[src/rtl/core/rwta_pkg.sv]
// Shared types and constants for the replay window admission block.
package rwta_pkg;

    typedef logic [1:0] status_t;

    localparam status_t STATUS_NOT_WITNESS = 2'd0;
    localparam status_t STATUS_VALID       = 2'd1;
    localparam status_t STATUS_AUTH_FAIL   = 2'd2;
    localparam status_t STATUS_REPLAY      = 2'd3;

    localparam logic [7:0] WITNESS_LEN = 8'd35;
    localparam int unsigned SEQ_W = 32;
    localparam int unsigned ID_W  = 64;

endpackage

[src/rtl/core/replay_window_table_admit.sv]
// Witness packet admission: pair table search and per-pair anti-replay window.
// Header or auth rejects go straight to the result; a hit reads the window entry, then checks it;
// a miss allocates a new entry and checks a fresh window; a miss with the table full gives AUTH_FAIL.
// Flow: one item at a time; one key read a cycle while entries remain to be searched.
// s_ready is high only when no item is at work; a result may wait in m_status meanwhile.
// Reset (aresetn low, synchronous) empties the table and clears the option code.
module replay_window_table_admit #(
    parameter int unsigned TABLE_DEPTH = 16,
    parameter int unsigned WINDOW_BITS = 64
) (
    input  logic                 aclk,
    input  logic                 aresetn,
    input  logic                 cfg_wr_en,
    input  logic [7:0]           cfg_wr_data,
    input  logic                 s_valid,
    output logic                 s_ready,
    input  logic [7:0]           s_option_type_field,
    input  logic [7:0]           s_option_length_field,
    input  logic                 s_peer_known,
    input  logic                 s_mac_ok,
    input  logic [63:0]          s_source_id,
    input  logic [63:0]          s_destination_id,
    input  logic [31:0]          s_sequence_req,
    output logic                 m_valid,
    input  logic                 m_ready,
    output rwta_pkg::status_t    m_status
);
    import rwta_pkg::*;

    localparam int unsigned AW    = (TABLE_DEPTH > 1) ? $clog2(TABLE_DEPTH) : 1;
    localparam int unsigned CNT_W = $clog2(TABLE_DEPTH + 1);
    localparam int unsigned SH_W  = $clog2(WINDOW_BITS);
    localparam int unsigned KEY_W = 2 * ID_W;
    localparam int unsigned WIN_W = SEQ_W + WINDOW_BITS;

    localparam logic [2:0] ST_IDLE     = 3'd0;
    localparam logic [2:0] ST_SEARCH   = 3'd1;
    localparam logic [2:0] ST_WIN_RD   = 3'd2;
    localparam logic [2:0] ST_WIN_CALC = 3'd3;
    localparam logic [2:0] ST_DONE     = 3'd4;

    logic [KEY_W-1:0] key_mem [TABLE_DEPTH];
    logic [WIN_W-1:0] win_mem [TABLE_DEPTH];
    logic [KEY_W-1:0] key_q;
    logic [WIN_W-1:0] win_q;

    logic [2:0]       state_reg, state_next;
    logic [7:0]       code_reg;
    logic [CNT_W-1:0] used_reg, used_next;
    logic [CNT_W-1:0] idx_reg, idx_next;
    logic             cmp_vld_reg, cmp_vld_next;
    logic [AW-1:0]    cmp_idx_reg, cmp_idx_next;
    logic [AW-1:0]    slot_reg, slot_next;
    logic             fresh_reg, fresh_next;
    status_t          status_reg, status_next;
    logic             m_valid_reg, m_valid_next;
    status_t          m_status_reg, m_status_next;
    logic [ID_W-1:0]  src_reg, src_next;
    logic [ID_W-1:0]  dst_reg, dst_next;
    logic [SEQ_W-1:0] seq_reg, seq_next;

    logic             hit;
    logic             key_rd_en;
    logic             key_we;
    logic             win_we;

    logic [SEQ_W-1:0]       win_top;
    logic [WINDOW_BITS-1:0] win_map;
    logic [SEQ_W-1:0]       adv;
    logic [SEQ_W-1:0]       age;
    logic [WINDOW_BITS-1:0] age_bit;
    logic [WINDOW_BITS-1:0] new_map;
    logic [SEQ_W-1:0]       new_top;
    logic                   fresh_seq;

    assign s_ready  = (state_reg == ST_IDLE);
    assign m_valid  = m_valid_reg;
    assign m_status = m_status_reg;
    assign hit      = cmp_vld_reg && (key_q == {src_reg, dst_reg});

    // window check on the entry read back (a new entry starts at zero)
    always_comb begin
        win_top = fresh_reg ? '0 : win_q[WIN_W-1 -: SEQ_W];
        win_map = fresh_reg ? '0 : win_q[WINDOW_BITS-1:0];
        adv     = seq_reg - win_top;
        age     = win_top - seq_reg;
        age_bit = {{(WINDOW_BITS-1){1'b0}}, 1'b1} << age[SH_W-1:0];
        new_top = win_top;
        new_map = win_map;
        fresh_seq = 1'b0;
        if (seq_reg > win_top) begin
            fresh_seq = 1'b1;
            new_top   = seq_reg;
            if (adv >= SEQ_W'(WINDOW_BITS)) begin
                new_map = {{(WINDOW_BITS-1){1'b0}}, 1'b1};
            end else begin
                new_map = (win_map << adv[SH_W-1:0]) | {{(WINDOW_BITS-1){1'b0}}, 1'b1};
            end
        end else if (age < SEQ_W'(WINDOW_BITS) && (win_map & age_bit) == '0) begin
            fresh_seq = 1'b1;
            new_map   = win_map | age_bit;
        end
    end

    always_comb begin
        state_next    = state_reg;
        used_next     = used_reg;
        idx_next      = idx_reg;
        cmp_vld_next  = cmp_vld_reg;
        cmp_idx_next  = cmp_idx_reg;
        slot_next     = slot_reg;
        fresh_next    = fresh_reg;
        status_next   = status_reg;
        src_next      = src_reg;
        dst_next      = dst_reg;
        seq_next      = seq_reg;
        m_valid_next  = m_valid_reg && !m_ready;
        m_status_next = m_status_reg;
        key_rd_en     = 1'b0;
        key_we        = 1'b0;
        win_we        = 1'b0;
        unique case (state_reg)
            ST_IDLE: begin
                if (s_valid) begin
                    src_next     = s_source_id;
                    dst_next     = s_destination_id;
                    seq_next     = s_sequence_req;
                    idx_next     = '0;
                    cmp_vld_next = 1'b0;
                    fresh_next   = 1'b0;
                    if (s_option_type_field != code_reg
                            || s_option_length_field != WITNESS_LEN) begin
                        status_next = STATUS_NOT_WITNESS;
                        state_next  = ST_DONE;
                    end else if (!s_peer_known || !s_mac_ok) begin
                        status_next = STATUS_AUTH_FAIL;
                        state_next  = ST_DONE;
                    end else begin
                        state_next = ST_SEARCH;
                    end
                end
            end
            ST_SEARCH: begin
                if (hit) begin
                    slot_next    = cmp_idx_reg;
                    cmp_vld_next = 1'b0;
                    state_next   = ST_WIN_RD;
                end else if (idx_reg < used_reg) begin
                    key_rd_en    = 1'b1;
                    cmp_vld_next = 1'b1;
                    cmp_idx_next = idx_reg[AW-1:0];
                    idx_next     = idx_reg + 1'b1;
                end else if (cmp_vld_reg) begin
                    cmp_vld_next = 1'b0;
                end else if (used_reg == CNT_W'(TABLE_DEPTH)) begin
                    status_next = STATUS_AUTH_FAIL;
                    state_next  = ST_DONE;
                end else begin
                    key_we     = 1'b1;
                    slot_next  = used_reg[AW-1:0];
                    used_next  = used_reg + 1'b1;
                    fresh_next = 1'b1;
                    state_next = ST_WIN_CALC;
                end
            end
            ST_WIN_RD: begin
                state_next = ST_WIN_CALC;
            end
            ST_WIN_CALC: begin
                win_we      = fresh_seq;
                status_next = fresh_seq ? STATUS_VALID : STATUS_REPLAY;
                fresh_next  = 1'b0;
                state_next  = ST_DONE;
            end
            ST_DONE: begin
                if (!m_valid_reg || m_ready) begin
                    m_valid_next  = 1'b1;
                    m_status_next = status_reg;
                    state_next    = ST_IDLE;
                end
            end
            default: begin
                state_next = ST_IDLE;
            end
        endcase
    end

    always_ff @(posedge aclk) begin
        if (!aresetn) begin
            state_reg   <= ST_IDLE;
            code_reg    <= '0;
            used_reg    <= '0;
            idx_reg     <= '0;
            cmp_vld_reg <= 1'b0;
            fresh_reg   <= 1'b0;
            m_valid_reg <= 1'b0;
        end else begin
            state_reg   <= state_next;
            used_reg    <= used_next;
            idx_reg     <= idx_next;
            cmp_vld_reg <= cmp_vld_next;
            fresh_reg   <= fresh_next;
            m_valid_reg <= m_valid_next;
            if (cfg_wr_en) begin
                code_reg <= cfg_wr_data;
            end
        end
    end

    always_ff @(posedge aclk) begin
        cmp_idx_reg  <= cmp_idx_next;
        slot_reg     <= slot_next;
        status_reg   <= status_next;
        m_status_reg <= m_status_next;
        src_reg      <= src_next;
        dst_reg      <= dst_next;
        seq_reg      <= seq_next;
    end

    // pair keys: one read port for the search, one write on allocation
    always_ff @(posedge aclk) begin
        if (key_we) begin
            key_mem[slot_next] <= {src_reg, dst_reg};
        end
        if (key_rd_en) begin
            key_q <= key_mem[idx_reg[AW-1:0]];
        end
    end

    // window entries: {highest sequence, seen map}
    always_ff @(posedge aclk) begin
        if (win_we) begin
            win_mem[slot_reg] <= {new_top, new_map};
        end
        win_q <= win_mem[slot_reg];
    end

    a_used_bound: assert property (@(posedge aclk) disable iff (!aresetn)
        used_reg <= CNT_W'(TABLE_DEPTH))
        else $error("table fill count above depth");

    a_used_step: assert property (@(posedge aclk) disable iff (!aresetn)
        (used_reg != $past(used_reg)) |-> (used_reg == $past(used_reg) + 1'b1))
        else $error("table fill count moved by more than one");

    a_slot_alloc: assert property (@(posedge aclk) disable iff (!aresetn)
        (state_reg == ST_WIN_CALC) |-> (CNT_W'(slot_reg) < used_reg))
        else $error("window update on an unallocated entry");

    a_done_hit: assert property (@(posedge aclk) disable iff (!aresetn)
        (state_reg == ST_SEARCH && hit) |=> (state_reg == ST_WIN_RD && !cmp_vld_reg))
        else $error("search hit not followed by window read");

endmodule

[config.mk]
export PLATFORM = sky130hd
export DESIGN_NAME = replay_window_table_admit
export DESIGN_NICKNAME = d
export VERILOG_FILES = /design/src/rtl/core/rwta_pkg.sv /design/src/rtl/core/replay_window_table_admit.sv
export SDC_FILE = /design/constraint.sdc
export NUM_CORES = 2
export LEC_CHECK = 0
export BUFFER_PORTS_ARGS = -buffer_cell sky130_fd_sc_hd__clkbuf_2
export CAP_MARGIN = 5
export CORE_MARGIN = 4
export CORE_UTILIZATION = 25
export CTS_CLUSTER_DIAMETER = 100
export DETAILED_ROUTE_END_ITERATION = 10
export PLACE_DENSITY = 0.36
export SYNTH_ARGS = -nofsm -noshare
export SYNTH_HDL_FRONTEND = slang
export SYNTH_SLANG_ARGS = --single-unit
[constraint.sdc]
create_clock -name aclk -period 17.6 [get_ports aclk]
set_clock_uncertainty 0.1 [all_clocks]
set_input_delay 5.28 -clock aclk [delete_from_list [all_inputs] [get_ports aclk]]
set_output_delay 5.28 -clock aclk [all_outputs]
set_load 0.005 [all_outputs]
# == Yosys cells after proc, flatten, opt, wreduce, memory -nomap -nowiden ==
# Memories as Yosys holds them, arrays and structs flattened. A register that Yosys moved wholly into a read port is not among the register bits.
# Cells that the tools add are included.
# word_totals
regBits,196
ramBits,3584
output_inout_bits,4
word_cells,131
mem_count,2
# mem_list
name,depth,word_bits,rd,rd_ports_with_merged_regs,wr,line_no,source
key_mem,16,128,1,1,1,replay_window_table_admit.sv:42,logic [KEY_W-1:0] key_mem [TABLE_DEPTH];
win_mem,16,96,1,1,1,replay_window_table_admit.sv:43,logic [WIN_W-1:0] win_mem [TABLE_DEPTH];
# classes
addsub,4
magnitude_cmp,4
n_eq_ne,19
n_shift,2
mux,57
bitwise_logic,6
reduce_logical,23
# ops
op,n
$mux 64,4
$eq 128x128->1,1
$and 64x64->64,1
$logic_not 64->1,1
$mux 32,2
$or 64x64->64,1
$shl 1x6->64 const A,1
$shl 64x6->64,1
$sub 32x32->32,2
$ge 32x7->1 const B,1
$gt 32x32->1,1
$lt 32x7->1 const B,1
$mux 3,8
$mux 1,22
$mux 4,5
$mux 2,8
$ne 2x2->1 const B,8
$mux 5,3
$pmux 3 s5,1
$add 5x1->5 const B,2
$pmux 5 s2,1
$ne 8x6->1 const B,1
$ne 8x8->1,1
$reduce_and 4->1,2
22 further kinds,36

# == Depth between registers and ports, before layout ==
# logic_depth
word_depth,11
ltp_mapped,24
depth_no_buf,15

# == Worst setup path before layout ==
# OpenSTA, ideal clock, no wires.
# synth_path
path_type,reg-to-reg
from,register src_reg[11]
to,"memory key_mem[15][0] (netlist name), enable pin"
t_arrival_ps,14724
t_required_ps,16571
path_slack_ps,1847
stages_incl_launch_ff,10
n_path_buf,0
period_less_slack_ps,15753
cell_sequence,edfxtp_1 xor2_1 or2_1 nor3b_1 nand4_1 or4_1 nor4b_1 o21ai_0 o2bb2ai_2 nor4_1
# synth_between
elab_chain_len,6
word_cells_on_any_way,8
cone_classes,eq/ne (1); mux (6); reduce/logical (1)
# synth_lines
element,line_no,source
start: declaration,replay_window_table_admit.sv:58,"logic [ID_W-1:0] src_reg, src_next;"
start signal: assignment,replay_window_table_admit.sv:215,src_reg <= src_next;
$eq 128x128->1 *,replay_window_table_admit.sv:79,"assign hit = cmp_vld_reg && (key_q == {src_reg, dst_reg});"
$logic_and 1x1->1 *,replay_window_table_admit.sv:79,
$mux 1,replay_window_table_admit.sv:144,if (hit) begin
$mux 1,replay_window_table_admit.sv:122,unique case (state_reg)
$mux 1,replay_window_table_admit.sv:222,if (key_we) begin
$mux 1 (not written as such),replay_window_table_admit.sv:223,"key_mem[slot_next] <= {src_reg, dst_reg};"
end: declaration,replay_window_table_admit.sv:42,
# Mark *: on every way between the ends. The rest lies on a longest branch, timed or not.

# == Final worst setup path ==
# layout_path
from,register fresh_reg
to,"memory win_mem[1][0] (netlist name), enable pin"
# layout_between
elab_chain_len,11
word_cells_on_any_way,14
cone_classes,add/sub (1); order compare (2); shift (1); mux (7); bitwise (1); reduce/logical (2)
# layout_lines
element,line_no,source
start: declaration,replay_window_table_admit.sv:54,"logic fresh_reg, fresh_next;"
start signal: assignment,replay_window_table_admit.sv:202,fresh_reg <= fresh_next;
branches (longest 7 deep; another with $sub 32x32->32),n/a,
$mux 1 *,replay_window_table_admit.sv:91,if (seq_reg > win_top) begin
$mux 1 *,replay_window_table_admit.sv:122,
$mux 1 *,replay_window_table_admit.sv:232,if (win_we) begin
$mux 1 (not written as such) *,replay_window_table_admit.sv:233,"win_mem[slot_reg] <= {new_top, new_map};"
end: declaration,replay_window_table_admit.sv:43,
# Every way passes the cells marked *.

==> reports/results.ini <==
[synth]
netlist_instances=7489
synth_top_area_frac=0.735
ys_dominant_reg_cell=edfxtp_1
synth_nets=7753
ys_warn_count=0
yosysSeqAreaShare=0.751
yosysTopAreaCell=edfxtp_1
yosys-top-cells-area=edfxtp_1, mux4_2, dfxtp_1, clkbuf_1, mux2i_1
ys_seq_elements=4004
synth_edf_count=3880
synthArstFlopShare=0
netlist_area_mm2=0.158
ys_types=82
synth.avg_cell_area_um2=21.2

[critical_path]
timing.critical_path.slowest_stage_cell=o21ai_1
endpoint=win_mem[1][0]
r2r-start=fresh_reg
critical_path_depth=18
crit_type=reg -> reg
max_stage_delay_ps=790
critPathArrivalTime_ps=8480
r2r-end=win_mem[1][0]
end_kind=register
critPathTopFamily=buffers and inverters
path_common_cell=buf_4
worst_ep_required_time_ps=18080
crit_start=fresh_reg
cp_max_fo=73
reg2reg_setup_slack_ps=9600
start_kind=register
cp_cell_sequence=inv_2, buf_4, nand2_1, inv_1, ha_1, and3_1, o21a_1, o21ai_1, a211o_1, nor2_1, a2111oi_0, a31oi_1, nor4_2, a21oi_4, buf_4, nor2_4, buf_4, buf_4
critPathBufInv=6
worst_r2r_path_depth=18

[place]
io_buffer_count=194
gp_congestion=0.878
dpl_cell_area_mm2=0.171
hpwl_um=284000

[timing]
final_hold_viol_count=0
worst_pin_slew_ps=1260
drv_slew=0
slew_headroom=0.153
tns_ps=0
fin_crit_sh=0.454
setup-violations-final=0
fin_crit_ps=8000
grt_setup_unrepaired=false
fmax_ghz=0.125
whs_ps=335

[route]
post-route-drc-count=0
wirelength_um=497000
num_vias=78729
ant_nets=0
wire_per_inst_um=29.7
dr.pass1.iters=6
dr.first_iter.drc_count=6780
routed_via_density=4.70

[global_route]
antenna_found_initial=49
overflow=0
grt_max_degree=95
grt_first_pass_wirelength_um=691000
grt_pass1_vias=83746
grt_use_total=0.150

[clocking]
clk_pin_slew_worst_paths_ps=60
clock_sinks=4004
post_cts_buffers=0
cts_resized=0
clk_latency_ps=1020
hold_buffers=0
tritoncts=done
htreeDepth=5
clock_path_buffers=4
cts_buffers=443
cts_root_buf=clkbuf_16

[cells_and_area]
fillers=61766
largest_reg_flops=2048
drive_gt1_frac=0.279
reg_top3=key_mem (2048), win_mem (1536), key_q (128)
area_delta_synth_final_pct=16.8
stdcell_area_mm2=0.185
nets=8251
top_register=key_mem

[floorplan]
coreArea_mm2=0.632
start_util=0.251
dieHeight_um=804
rows=292
die-width_um=804
die_area_mm2=0.647
ios=195

[run]
cap_viol_max_count=0

[power]
vdd_drop_max_mv=0.0913
p_leak_uw=0.0563
p_per_area_mw_per_mm2=122

[outcome]
status=complete, no violations

[hold_path]
min_path_cells=0
hold_path_class=reg -> reg

-- how the worst min path moves through the flow --
stage	from	slack, ps	endpoint
after global placement	status_reg[0]	320	m_status[0]
after floorplan	status_reg[0]	300	m_status[0]
final	status_reg[1]	340	m_status[1]
after detailed placement	status_reg[1]	310	m_status[1]
after global routing	status_reg[1]	350	m_status[1]
after CTS	status_reg[1]	340	m_status[1]
-- synth_stat cells, types with 6 or more instances --
library cell and n:
o211ai_1 23, nand4_1 65, a21o_1 23, a31oi_1 14
edfxtp_1 3880, ha_1 71, inv_1 89, o2111ai_1 8
a211o_1 6, nor4b_1 6, dfxtp_1 124, nor3_1 77
mux2i_1 104, and2_1 14, clkbuf_1 309, xnor2_1 102
mux4_2 1141, nand2_1 243, a22oi_1 75, and4_1 6
a21oi_1 155, o22ai_1 11, o221ai_1 6, a21boi_0 10
nor4_1 51, o21ai_0 151, buf_2 12, or3_1 6
o21a_1 17, o31ai_1 72, buf_1 88, a22o_1 7
and3_1 13, nor2_1 182, o21bai_1 7, xor2_1 61
nand2b_1 33, a211oi_1 11, nor2b_1 29, mux2_2 16
or4_1 13, nor3b_1 7, nand3_1 78
-- final cells by class --
cell class	instances	area, µm²	share of cell area
Antenna cell	14	35.0	0.000189
Clock buffer	588	12100	0.0651
Clock inverter	221	1960	0.0106
Inverter	90	353	0.00191
Multi-Input combinational cell	2985	38100	0.206
Sequential cell	4004	119000	0.643
Tap cell	8379	10500	0.0566
Timing Repair Buffer	463	3170	0.0171
-- kinds of logic after synthesis --
logic type / synth area share
adders and majority gates: 0.00586
DFF: 0.751
and+or+nand+nor: 0.0261
buffers and inverters: 0.0120
AOI/OAI and AO/OA: 0.0263
xor gates and xnor gates: 0.00901
muxes: 0.170
-- cell usage in the layout, fill, tap and decap left out, types with 22 or more instances in the layout --
cell type / count
clkbuf_2: 194
inv_1: 87
dfxtp_1: 115
clkbuf_1: 110
o31ai_2: 22
xor2_1: 58
nand4_1: 65
a21oi_1: 154
nor3_1: 69
edfxtp_1: 3880
a22oi_1: 75
nor2b_1: 29
nor4_1: 49
o21ai_0: 131
o211ai_1: 23
mux4_2: 1141
o31ai_1: 50
clkbuf_16: 450
clkbuf_8: 28
buf_4: 253
xnor2_1: 96
a21o_1: 23
nand2b_1: 33
nor2_1: 155
clkinv_1: 87
ha_1: 70
nor2_4: 26
mux2i_1: 104
nand3_1: 78
clkinv_2: 73
bufinv_16: 26
nand2_1: 243
-- per-stage QoR --
stage	std cells	worst slack (ps)	total power, µW	util
2_1_floorplan	7489	1850	12600	-
3_3_place_gp	15914	9240	13700	0.271
3_5_place_dp	15915	9450	13700	0.271
4_1_cts	16724	9640	22900	0.293
5_1_grt	16740	9170	23500	0.293
6_report	16744	9600	22500	0.293
-- report_power, final --
| group | internal, µW | leakage (µW) | switching (µW) | total [µW] |
|---|---|---|---|---|
| Clock | 5180 | 0.00686 | 3830 | 9000 |
| Sequential | 10800 | 0.0361 | 208 | 11000 |
| Combinational | 843 | 0.0133 | 1700 | 2540 |
-- layer usage --
| metal | vias up | track usage | share of wire |
|---|---|---|---|
| li1 | 32568 | - | - |
| met1 | 43473 | 0.207 | 0.45 |
| met2 | 1940 | 0.253 | 0.49 |
| met3 | 738 | 0.0211 | 0.043 |
| met4 | 10 | 0.0321 | 0.022 |
| met5 | - | 0 | 0.00011 |
Power figures use the tool's default switching activity.
